File: src/sv/aws_pkg.sv
// shared types and constants for the angle window speed estimator
// no dependencies; compiled before every other file of the block

package aws_pkg;

    // register indexes of the configuration port
    localparam int CFG_IDX_W = 2;
    localparam logic [CFG_IDX_W-1:0] REG_PERIOD   = 2'd0;
    localparam logic [CFG_IDX_W-1:0] REG_MAX_STEP = 2'd1;

    localparam int CFG_DATA_W = 16;
    localparam int ANGLE_W    = 16;
    localparam int SPEED_W    = 32;
    localparam int PERIOD_W   = 16;
    localparam int MAX_STEP_W = 15;

    localparam logic [PERIOD_W-1:0]   PERIOD_RESET   = 16'd5000;
    localparam logic [MAX_STEP_W-1:0] MAX_STEP_RESET = 15'd10430;

    // microseconds per second
    localparam int SCALE_W = 20;
    localparam logic [SCALE_W-1:0] SCALE = 20'd1000000;

    localparam logic [SPEED_W-1:0] SPEED_MAX = 32'h7FFF_FFFF;
    localparam logic [SPEED_W-1:0] SPEED_MIN = 32'h8000_0000;

    // status of the serial divider
    typedef struct packed {
        logic               done;
        logic               ovf;
        logic [SPEED_W-1:0] quot;
    } aws_div_res_t;

endpackage

File: src/sv/aws_if.sv
// valid/ready channel interfaces for angle samples and speed results
// no dependencies

interface aws_angle_if;
    logic        valid;
    logic        ready;
    logic [15:0] angle;

    modport source (output valid, output angle, input ready);
    modport sink   (input valid, input angle, output ready);
endinterface

interface aws_result_if;
    logic               valid;
    logic               ready;
    logic signed [31:0] speed;
    logic               window_full;
    logic               sample_rejected;

    modport source (output valid, output speed, output window_full,
                    output sample_rejected, input ready);
    modport sink   (input valid, input speed, input window_full,
                    input sample_rejected, output ready);
endinterface

File: src/sv/angle_window_speed_estimator.sv
// top level of the angle window speed estimator: control sequencer, state
// registers and output register; uses aws_pkg, aws_if, aws_ring_mem, aws_divider

// Takes one 16-bit angle beat (65536 counts per turn) at a time and returns one
// result beat per sample: the mean speed in counts per second over the last
// WINDOW_DEPTH accepted steps, a window-full flag and a rejected flag. The first
// sample after reset only sets the base angle. A wrapped step larger than
// max_step in magnitude is dropped and flagged. Steps are held in a synchronous
// ring memory; an entry not yet written since reset reads as zero by way of the
// fill count, so no clearing pass is needed. Each sample takes a memory
// read, a read-modify-write of the running sum, one multiply stage, and a
// restoring serial divider that makes one quotient bit per cycle over
// (|sum| * 1e6) / (fill * period); the divider is skipped while the ring is
// empty. A new sample is taken as soon as the previous result sits in the
// output register, even if that result has not been taken yet. Configuration
// writes are meant for when no sample is in flight.

module angle_window_speed_estimator #(
    parameter int WINDOW_DEPTH = 8
) (
    input  logic                               clk,
    input  logic                               rst_n,
    aws_angle_if.sink                          samples,
    aws_result_if.source                       results,
    input  logic                               cfg_we,
    input  logic [aws_pkg::CFG_IDX_W-1:0]      cfg_index,
    input  logic [aws_pkg::CFG_DATA_W-1:0]     cfg_data
);

    import aws_pkg::*;

    // derived widths
    localparam int SLOT_W = (WINDOW_DEPTH > 1) ? $clog2(WINDOW_DEPTH) : 1;
    localparam int CNT_W  = $clog2(WINDOW_DEPTH + 1);
    localparam int SUM_W  = ANGLE_W + $clog2(WINDOW_DEPTH);
    localparam int MAG_W  = SUM_W - 1;
    localparam int NUM_W  = MAG_W + SCALE_W;
    localparam int DEN_W  = CNT_W + PERIOD_W;

    // one-hot sequencer states
    typedef enum logic [4:0] {
        ST_IDLE = 5'b00001,
        ST_UPD  = 5'b00010,
        ST_MUL  = 5'b00100,
        ST_DIV  = 5'b01000,
        ST_DONE = 5'b10000
    } state_t;

    state_t state_reg, state_next;

    // configuration registers
    logic [PERIOD_W-1:0]   period_reg;
    logic [MAX_STEP_W-1:0] max_step_reg;

    // estimator state
    logic [ANGLE_W-1:0]      angle_reg;
    logic [ANGLE_W-1:0]      base_reg, base_next;
    logic                    have_base_reg, have_base_next;
    logic [SLOT_W-1:0]       slot_reg, slot_next;
    logic [CNT_W-1:0]        fill_reg, fill_next;
    logic signed [SUM_W-1:0] sum_reg, sum_next;
    logic                    rej_reg, rej_next;
    logic                    neg_reg;
    logic                    empty_reg;

    // output register
    logic                    out_valid_reg, out_valid_next;
    logic [SPEED_W-1:0]      speed_reg;
    logic                    full_reg;
    logic                    rej_out_reg;

    // ring memory and divider hookup
    logic                    mem_we;
    logic [ANGLE_W-1:0]      mem_rdata;
    logic                    div_start;
    logic [NUM_W-1:0]        div_num;
    logic [DEN_W-1:0]        div_den;
    aws_div_res_t            div_res;

    // step and magnitude of the current sample
    logic signed [ANGLE_W-1:0] diff;
    logic [ANGLE_W:0]          diff_mag;
    logic                      too_big;
    logic signed [SUM_W-1:0]   old_step;
    logic [SUM_W-1:0]          sum_abs;
    logic [PERIOD_W-1:0]       period_eff;
    logic [SPEED_W-1:0]        speed_calc;
    logic                      in_accept;
    logic                      out_free;

    assign in_accept = samples.valid && samples.ready;
    assign out_free  = !out_valid_reg || results.ready;

    aws_ring_mem #(
        .DEPTH  (WINDOW_DEPTH),
        .ADDR_W (SLOT_W)
    ) u_ring (
        .clk   (clk),
        .we    (mem_we),
        .waddr (slot_reg),
        .wdata (diff),
        .re    (in_accept),
        .raddr (slot_reg),
        .rdata (mem_rdata)
    );

    aws_divider #(
        .NUM_W (NUM_W),
        .DEN_W (DEN_W)
    ) u_div (
        .clk   (clk),
        .rst_n (rst_n),
        .start (div_start),
        .num   (div_num),
        .den   (div_den),
        .res   (div_res)
    );

    // configuration writes; other indexes are ignored
    always_ff @(posedge clk or negedge rst_n)
    begin
        if (!rst_n)
        begin
            period_reg   <= PERIOD_RESET;
            max_step_reg <= MAX_STEP_RESET;
        end
        else if (cfg_we)
        begin
            unique case (cfg_index)
                REG_PERIOD:   period_reg   <= cfg_data[PERIOD_W-1:0];
                REG_MAX_STEP: max_step_reg <= cfg_data[MAX_STEP_W-1:0];
                default:      ;
            endcase
        end
    end

    // wrapped step against the base and its magnitude (half turn gives 32768)
    always_comb
    begin
        diff     = signed'(angle_reg - base_reg);
        diff_mag = diff[ANGLE_W-1] ? ({1'b0, ~diff} + (ANGLE_W+1)'(1)) : {1'b0, diff};
        too_big  = diff_mag > (ANGLE_W+1)'(max_step_reg);
        // slots not yet written since reset count as zero
        old_step = (fill_reg < CNT_W'(WINDOW_DEPTH)) ? '0
                                                      : SUM_W'(signed'(mem_rdata));
    end

    // multiply stage operands feed the divider load registers directly
    always_comb
    begin
        sum_abs    = sum_reg[SUM_W-1] ? SUM_W'(-sum_reg) : SUM_W'(sum_reg);
        period_eff = (period_reg == '0) ? PERIOD_W'(1) : period_reg;
        div_num    = NUM_W'(sum_abs[MAG_W-1:0]) * NUM_W'(SCALE);
        div_den    = DEN_W'(fill_reg) * DEN_W'(period_eff);
    end

    // sign and saturation of the quotient, zero for an empty window
    always_comb
    begin
        if (empty_reg)
        begin
            speed_calc = '0;
        end
        else if (neg_reg)
        begin
            if (div_res.ovf || div_res.quot[SPEED_W-1])
            begin
                speed_calc = SPEED_MIN;
            end
            else
            begin
                speed_calc = SPEED_W'(0) - div_res.quot;
            end
        end
        else if (div_res.ovf || div_res.quot[SPEED_W-1])
        begin
            speed_calc = SPEED_MAX;
        end
        else
        begin
            speed_calc = div_res.quot;
        end
    end

    // sequencer: read slot, update ring and sum, multiply, divide, hand over
    always_comb
    begin
        state_next     = state_reg;
        base_next      = base_reg;
        have_base_next = have_base_reg;
        slot_next      = slot_reg;
        fill_next      = fill_reg;
        sum_next       = sum_reg;
        rej_next       = rej_reg;
        out_valid_next = out_valid_reg;
        mem_we         = 1'b0;
        div_start      = 1'b0;

        if (results.ready)
        begin
            out_valid_next = 1'b0;
        end

        unique case (state_reg)
            ST_IDLE:
            begin
                if (samples.valid)
                begin
                    state_next = ST_UPD;
                end
            end
            ST_UPD:
            begin
                // ring read data for the write slot is valid here
                rej_next = 1'b0;
                if (!have_base_reg)
                begin
                    base_next      = angle_reg;
                    have_base_next = 1'b1;
                end
                else if (too_big)
                begin
                    rej_next = 1'b1;
                end
                else
                begin
                    mem_we    = 1'b1;
                    sum_next  = sum_reg + SUM_W'(diff) - old_step;
                    base_next = angle_reg;
                    slot_next = (slot_reg == SLOT_W'(WINDOW_DEPTH - 1)) ? '0
                                                                         : slot_reg + SLOT_W'(1);
                    if (fill_reg < CNT_W'(WINDOW_DEPTH))
                    begin
                        fill_next = fill_reg + CNT_W'(1);
                    end
                end
                state_next = ST_MUL;
            end
            ST_MUL:
            begin
                if (fill_reg == '0)
                begin
                    state_next = ST_DONE;
                end
                else
                begin
                    div_start  = 1'b1;
                    state_next = ST_DIV;
                end
            end
            ST_DIV:
            begin
                if (div_res.done)
                begin
                    state_next = ST_DONE;
                end
            end
            ST_DONE:
            begin
                if (out_free)
                begin
                    out_valid_next = 1'b1;
                    state_next     = ST_IDLE;
                end
            end
            default:
            begin
                state_next = ST_IDLE;
            end
        endcase
    end

    always_ff @(posedge clk or negedge rst_n)
    begin
        if (!rst_n)
        begin
            state_reg     <= ST_IDLE;
            base_reg      <= '0;
            have_base_reg <= 1'b0;
            slot_reg      <= '0;
            fill_reg      <= '0;
            sum_reg       <= '0;
            rej_reg       <= 1'b0;
            out_valid_reg <= 1'b0;
        end
        else
        begin
            state_reg     <= state_next;
            base_reg      <= base_next;
            have_base_reg <= have_base_next;
            slot_reg      <= slot_next;
            fill_reg      <= fill_next;
            sum_reg       <= sum_next;
            rej_reg       <= rej_next;
            out_valid_reg <= out_valid_next;
        end
    end

    // payload registers
    always_ff @(posedge clk)
    begin
        if (in_accept)
        begin
            angle_reg <= samples.angle;
        end
        if (state_reg == ST_MUL)
        begin
            neg_reg   <= sum_reg[SUM_W-1];
            empty_reg <= (fill_reg == '0);
        end
        if ((state_reg == ST_DONE) && out_free)
        begin
            speed_reg   <= speed_calc;
            full_reg    <= (fill_reg == CNT_W'(WINDOW_DEPTH));
            rej_out_reg <= rej_reg;
        end
    end

    assign samples.ready           = (state_reg == ST_IDLE);
    assign results.valid           = out_valid_reg;
    assign results.speed           = signed'(speed_reg);
    assign results.window_full     = full_reg;
    assign results.sample_rejected = rej_out_reg;

endmodule

File: src/sv/aws_ring_mem.sv
// ring of accepted angle steps: one write port, one read port, registered read
// no dependencies

module aws_ring_mem #(
    parameter int DEPTH  = 8,
    parameter int ADDR_W = 3
) (
    input  logic              clk,
    input  logic              we,
    input  logic [ADDR_W-1:0] waddr,
    input  logic [15:0]       wdata,
    input  logic              re,
    input  logic [ADDR_W-1:0] raddr,
    output logic [15:0]       rdata
);

    logic [15:0] mem [DEPTH];
    logic [15:0] rdata_reg;

    always_ff @(posedge clk)
    begin
        if (we)
        begin
            mem[waddr] <= wdata;
        end
    end

    always_ff @(posedge clk)
    begin
        if (re)
        begin
            rdata_reg <= mem[raddr];
        end
    end

    assign rdata = rdata_reg;

endmodule

File: src/sv/aws_divider.sv
// restoring serial divider, one quotient bit per cycle, keeps low 32 bits
// plus a sticky overflow flag; depends on aws_pkg

module aws_divider #(
    parameter int NUM_W = 38,
    parameter int DEN_W = 20
) (
    input  logic                 clk,
    input  logic                 rst_n,
    input  logic                 start,
    input  logic [NUM_W-1:0]     num,
    input  logic [DEN_W-1:0]     den,
    output aws_pkg::aws_div_res_t res
);

    import aws_pkg::*;

    localparam int CNT_W = $clog2(NUM_W + 1);

    logic [NUM_W-1:0]   num_reg;
    logic [DEN_W-1:0]   den_reg;
    logic [DEN_W-1:0]   rem_reg;
    logic [SPEED_W-1:0] quot_reg;
    logic               ovf_reg;
    logic [CNT_W-1:0]   cnt_reg;
    logic               busy_reg;
    logic               done_reg;

    logic [DEN_W:0]     rem_sh;
    logic [DEN_W:0]     rem_sub;
    logic               ge;

    always_comb
    begin
        rem_sh  = {rem_reg, num_reg[NUM_W-1]};
        ge      = rem_sh >= {1'b0, den_reg};
        rem_sub = rem_sh - {1'b0, den_reg};
    end

    always_ff @(posedge clk or negedge rst_n)
    begin
        if (!rst_n)
        begin
            busy_reg <= 1'b0;
            done_reg <= 1'b0;
            cnt_reg  <= '0;
        end
        else
        begin
            done_reg <= busy_reg && (cnt_reg == CNT_W'(1));
            if (start)
            begin
                busy_reg <= 1'b1;
                cnt_reg  <= CNT_W'(NUM_W);
            end
            else if (busy_reg)
            begin
                cnt_reg <= cnt_reg - CNT_W'(1);
                if (cnt_reg == CNT_W'(1))
                begin
                    busy_reg <= 1'b0;
                end
            end
        end
    end

    always_ff @(posedge clk)
    begin
        if (start)
        begin
            num_reg  <= num;
            den_reg  <= den;
            rem_reg  <= '0;
            quot_reg <= '0;
            ovf_reg  <= 1'b0;
        end
        else if (busy_reg)
        begin
            num_reg  <= num_reg << 1;
            rem_reg  <= ge ? rem_sub[DEN_W-1:0] : rem_sh[DEN_W-1:0];
            quot_reg <= {quot_reg[SPEED_W-2:0], ge};
            ovf_reg  <= ovf_reg | quot_reg[SPEED_W-1];
        end
    end

    assign res.done = done_reg;
    assign res.ovf  = ovf_reg;
    assign res.quot = quot_reg;

endmodule
File: src/flat_wrapper.sv
// flat-port wrapper written by rule: the top's interface ports become plain ports
module angle_window_speed_estimator_flat import aws_pkg::*;
#(
    parameter int WINDOW_DEPTH = 8
)
  (clk, rst_n, cfg_we, cfg_index, cfg_data, samples_valid, samples_angle, samples_ready, results_valid, results_speed, results_window_full, results_sample_rejected, results_ready);
  aws_angle_if samples_i ();
  aws_result_if results_i ();
  input  logic clk;
  input  logic rst_n;
  input  logic cfg_we;
  input  logic [aws_pkg::CFG_IDX_W-1:0] cfg_index;
  input  logic [aws_pkg::CFG_DATA_W-1:0] cfg_data;
  input wire logic [$bits(samples_i.valid)-1:0] samples_valid;
  input wire logic [$bits(samples_i.angle)-1:0] samples_angle;
  output wire logic [$bits(samples_i.ready)-1:0] samples_ready;
  output wire logic [$bits(results_i.valid)-1:0] results_valid;
  output wire logic [$bits(results_i.speed)-1:0] results_speed;
  output wire logic [$bits(results_i.window_full)-1:0] results_window_full;
  output wire logic [$bits(results_i.sample_rejected)-1:0] results_sample_rejected;
  input wire logic [$bits(results_i.ready)-1:0] results_ready;
  assign samples_i.valid = samples_valid;
  assign samples_i.angle = samples_angle;
  assign samples_ready = samples_i.ready;
  assign results_valid = results_i.valid;
  assign results_speed = results_i.speed;
  assign results_window_full = results_i.window_full;
  assign results_sample_rejected = results_i.sample_rejected;
  assign results_i.ready = results_ready;
  angle_window_speed_estimator #(.WINDOW_DEPTH(WINDOW_DEPTH)) u_core (.clk(clk), .rst_n(rst_n), .samples(samples_i), .results(results_i), .cfg_we(cfg_we), .cfg_index(cfg_index), .cfg_data(cfg_data));
endmodule
File: config.mk
export PLATFORM = sky130hd
export DESIGN_NAME = angle_window_speed_estimator_flat
export DESIGN_NICKNAME = d
export VERILOG_FILES = /design/src/sv/aws_pkg.sv /design/src/sv/aws_if.sv /design/src/sv/angle_window_speed_estimator.sv /design/src/sv/aws_ring_mem.sv /design/src/sv/aws_divider.sv /design/src/flat_wrapper.sv
export SDC_FILE = /design/constraint.sdc
export NUM_CORES = 1
export LEC_CHECK = 0
export ABC_AREA = 1
export BUFFER_PORTS_ARGS = -buffer_cell sky130_fd_sc_hd__clkbuf_2
export CAP_MARGIN = 20
export CORE_ASPECT_RATIO = 0.7
export CORE_UTILIZATION = 64
export CTS_CLUSTER_DIAMETER = 60
export DETAILED_ROUTE_END_ITERATION = 8
export GPL_TIMING_DRIVEN = 0
export PLACE_DENSITY = 0.82
export REMOVE_ABC_BUFFERS = 1
export SYNTH_ARGS = -nofsm -noshare
export SYNTH_HDL_FRONTEND = slang
export SYNTH_SLANG_ARGS = --single-unit
export TNS_END_PERCENT = 20
File: constraint.sdc
create_clock -name clk -period 8.11 [get_ports clk]
set_clock_uncertainty 0.1 [all_clocks]
set_input_delay 0.4055 -clock clk [delete_from_list [all_inputs] [get_ports clk]]
set_output_delay 0.4055 -clock clk [all_outputs]
set_load 0.01 [all_outputs]
==> reports/qor.txt <==
Outcome: complete, no violations
Clock insertion delay at the later pin of the skew report: 0.56 ns
Number of cells upsized or downsized after cts: 0
Worst slew pin tran: 1.04 ns
Type of the tightest min-delay check: primary input to register
Clock transition at the registers of the reported paths: 0.07 ns
Total setup violations reported at the end of the flow: 0
Adder-cell area share of the yosys netlist: 0.186
Type of destination of the critical path: register
First-pass iteration count of the detailed router: 8
Post-route core utilization: 0.720
Synth Area in Compound Gates: 0.106
# nets final: 3,364
Synth Instances: 2,906
Basic-gate share of the synthesized area counting and, or, nand and nor cells: 0.175
Cell with the largest stage delay on the worst path: sky130_fd_sc_hd__fa_1
Antenna-violating nets left: 0
Placer's final routability congestion estimate: 0.917
Register with the most flip-flops: u_core.u_ring.mem
Multiplexer share of the synthesized area: 0.000436
Flip-flop and latch count after synthesis: 390
Combinational family with the most area after synthesis: adder cells
Vias per inst: 5.83
Ys async rst share: 0.228
Via count of the first global-routing pass: 20,520
Sequential Area: 10,800 sq um
Placement Rows: 61
Cell seen most often among critical-path stages: sky130_fd_sc_hd__inv_1
Fin. Hold Viols: 0
Startpoint kind of the worst setup timing path: register
Count of buffer and inverter cells on the critical path: 5
Area of the die: 41,200 sq um
Count of input and output buffers: 74
Pins over their slew limit: 0
Part of the cycle the worst path needs: 0.945
Maximum number of pins on one net before global-route repair: 66
Postcts setup bufs: 0
Number of fill cells in the layout: 2,864
Core ar.: 39,800 sq um
Mapped Avg Cell Area: 8.89 sq um
Highest Clock Rate: 0.130 GHz
Die Wd: 242 um
RSZ-0062 raised after global routing: false
Highest net fanout along the worst path: 8
Shortest clock period the worst path allows after layout: 7.66 ns
Combined area of the multi-input logic cells: 13,000 sq um
Yosys warns: 0
Total clock buffers created by CTS: 38
Worst endpoint required time: 8.32 ns
Logic depth of the worst path, buffers included: 25
Fraction of layout cells with a size suffix above 1: 0.0765
Max Cap Violations: 0
Classification of the worst setup path: register to register
Cell at the root of the clock tree: sky130_fd_sc_hd__clkbuf_16
Area share of xor/xnor cells in the synthesized design: 0.0338
Number of antenna violations at the first check in global routing: 0
Final global-route overflow total: 0
Cell depth of the worst flop-to-flop path: 25
Global-route wire length before repair: 102,000 um
Count of inserted antenna diode cells: 0
Number of levels the H-tree was split into: 2
Number of placed I/O pins: 75
Total wirelength of the detailed-routed design: 61,900 um
Per-cell routed wire length: 17.3 um
Total number of vias: 20,821
Mapped cell area: 25,800 sq um
Rel. slew slack: 0.303
Clock tree from TritonCTS: yes
Residual DRC count: 0
Post-DP HPWL: 45,200 um
Sink Count: 390
Kind of cell adding the most delay to the critical path: adder cells
Max reg flops: 128
Number of distinct library cells after synthesis: 57
EDFF count, synth: 248
Effective utilization at floorplan: 0.650
Critical Path Max Stage Delay: 0.59 ns
Initial detailed-routing violation count: 2,170
Layout overhead on the synthesized area: 10.9%
Hold Buf Count CTS: 32
WHS Path Cells: 3
Top_reg_cell synth: sky130_fd_sc_hd__edfxtp_1
Global Route Usage Sum: 0.308
Die span in y: 170 um
Data arrival time of the worst path: 7.87 ns
Maximum count of clock buffers along a single path: 3
Part of the Yosys area used for sequential elements: 0.416
## metrics by stage
stage / hold slack, ns / setup TNS (ns) / area (sq um) / cells / worst slack, ns
after floorplan: 0.00991 / 0 / 25600 / 2837 / 1.74
after global placement: 0.355 / -1.35 / 26600 / 3446 / -0.0456
after detailed placement: 0.299 / 0 / 27000 / 3468 / 0.573
after CTS: 0.0104 / 0 / 28600 / 3569 / 0.548
after global routing: 0.0915 / 0 / 28600 / 3569 / 0.0242
final: 0.0221 / 0 / 28600 / 3569 / 0.445
## layout make-up
type / instances / area share
clock inverters: 25 / 0.00979
flip-flops and latches: 390 / 0.375
inverters: 495 / 0.0649
repair buffers: 128 / 0.0360
clock buffers: 44 / 0.0354
multi-input cells: 1952 / 0.455
well taps: 535 / 0.0234
## cell usage after synthesis, drive strengths merged, types with 5 or more instances
cell    count  area, sq um
o31ai       5         37.5
xnor2      23          201
a22o       10         87.6
a21oi     142          714
nor3       46          235
o211ai      6         45.0
a31oi      18          113
nand4      45          288
o21a       12         90.1
nand3b     13         97.6
o21ai     170          851
ha        213         2670
xor2       75          672
o22ai      31          194
a22oi      28          210
o21bai     12         90.1
dfstp      14          368
nor2      189          727
inv       491         1840
or2        15         93.8
fa        107         2140
dfrtp      75         1880
nand2     626         2380
buf        16         80.1
a221oi     16          140
nand3     111          581
nor4        9         62.6
edfxtp    248         7450
dfxtp      53         1060
a21o       13         97.6
clkbuf     53          199
## worst paths after layout
check | from | endpoint | slack (ns)
setup / recovery | u_core.sum_reg[0]$_DFFE_PN0P_ | u_core.u_div.num_reg[31]$_DFFE_PP_ | 0.45
hold / removal | cfg_data[0] | u_core.period_reg[0]$_DFFE_PN0P_ | 0.02
setup reg to reg | u_core.sum_reg[0]$_DFFE_PN0P_ | u_core.u_div.num_reg[31]$_DFFE_PP_ | 0.45
hold reg to reg | u_core.base_reg[12]$_DFFE_PN0P_ | u_core.base_reg[12]$_DFFE_PN0P_ | 0.37
max in group asynchronous | rst_n | u_core.state_reg[0]$_DFFE_PN1P_ | 6.90
min in group asynchronous | rst_n | u_core.base_reg[5]$_DFFE_PN0P_ | 0.28
## worst reg2reg max path, cell delays in order, from the launching register on
cell                       delay (ns)
sky130_fd_sc_hd__dfrtp_1         0.50
sky130_fd_sc_hd__nor3_1          0.40
sky130_fd_sc_hd__nand4_1         0.20
sky130_fd_sc_hd__nand3b_1        0.20
sky130_fd_sc_hd__inv_1           0.12
sky130_fd_sc_hd__nor2_1          0.06
sky130_fd_sc_hd__xor2_1          0.47
sky130_fd_sc_hd__inv_1           0.31
sky130_fd_sc_hd__fa_1            0.59
sky130_fd_sc_hd__inv_1           0.05
sky130_fd_sc_hd__fa_1            0.50
sky130_fd_sc_hd__fa_1            0.54
sky130_fd_sc_hd__inv_1           0.05
sky130_fd_sc_hd__fa_1            0.49
sky130_fd_sc_hd__inv_1           0.04
sky130_fd_sc_hd__ha_1            0.28
sky130_fd_sc_hd__ha_1            0.29
sky130_fd_sc_hd__ha_1            0.38
sky130_fd_sc_hd__a21oi_1         0.24
sky130_fd_sc_hd__o21ai_0         0.13
sky130_fd_sc_hd__a21oi_1         0.43
sky130_fd_sc_hd__nand3_1         0.34
sky130_fd_sc_hd__a21o_1          0.27
sky130_fd_sc_hd__or2_2           0.28
sky130_fd_sc_hd__nand3_1         0.07
sky130_fd_sc_hd__nand2_1         0.06
## layer usage
metal / GRT usage / wire length (um) / vias to the layer above
li1: - / - / 9820
met1: 0.435 / 26900 / 9983
met2: 0.499 / 28100 / 898
met3: 0.0490 / 5570 / 120
met4: 0.0806 / 1350 / 0
met5: 0 / 0 / -
## kinds of logic (layout without fill, tap and decap cells)
| kind of cell | after synthesis | in the layout |
|---|---|---|
| AOI/OAI and AO/OA | 471 | 471 |
| xor gates and xnor gates | 98 | 98 |
| adders and majority gates | 320 | 320 |
| buffers and inverters | 564 | 692 |
| DFF | 390 | 390 |
| muxes | 1 | 1 |
| and+or+nand+nor | 1062 | 1062 |
## layout by cell type, fill, tap and decap left out, types with 75 or more instances in the layout
master,n
sky130_fd_sc_hd__nand2_1,617
sky130_fd_sc_hd__nand3_1,106
sky130_fd_sc_hd__o21ai_0,163
sky130_fd_sc_hd__ha_1,213
sky130_fd_sc_hd__edfxtp_1,248
sky130_fd_sc_hd__dfrtp_1,75
sky130_fd_sc_hd__fa_1,107
sky130_fd_sc_hd__inv_1,487
sky130_fd_sc_hd__nor2_1,174
sky130_fd_sc_hd__a21oi_1,140
Power is left out: the tool's default activity adds up to more than one toggle a clock period on the data nets, which glitch-free logic cannot reach.
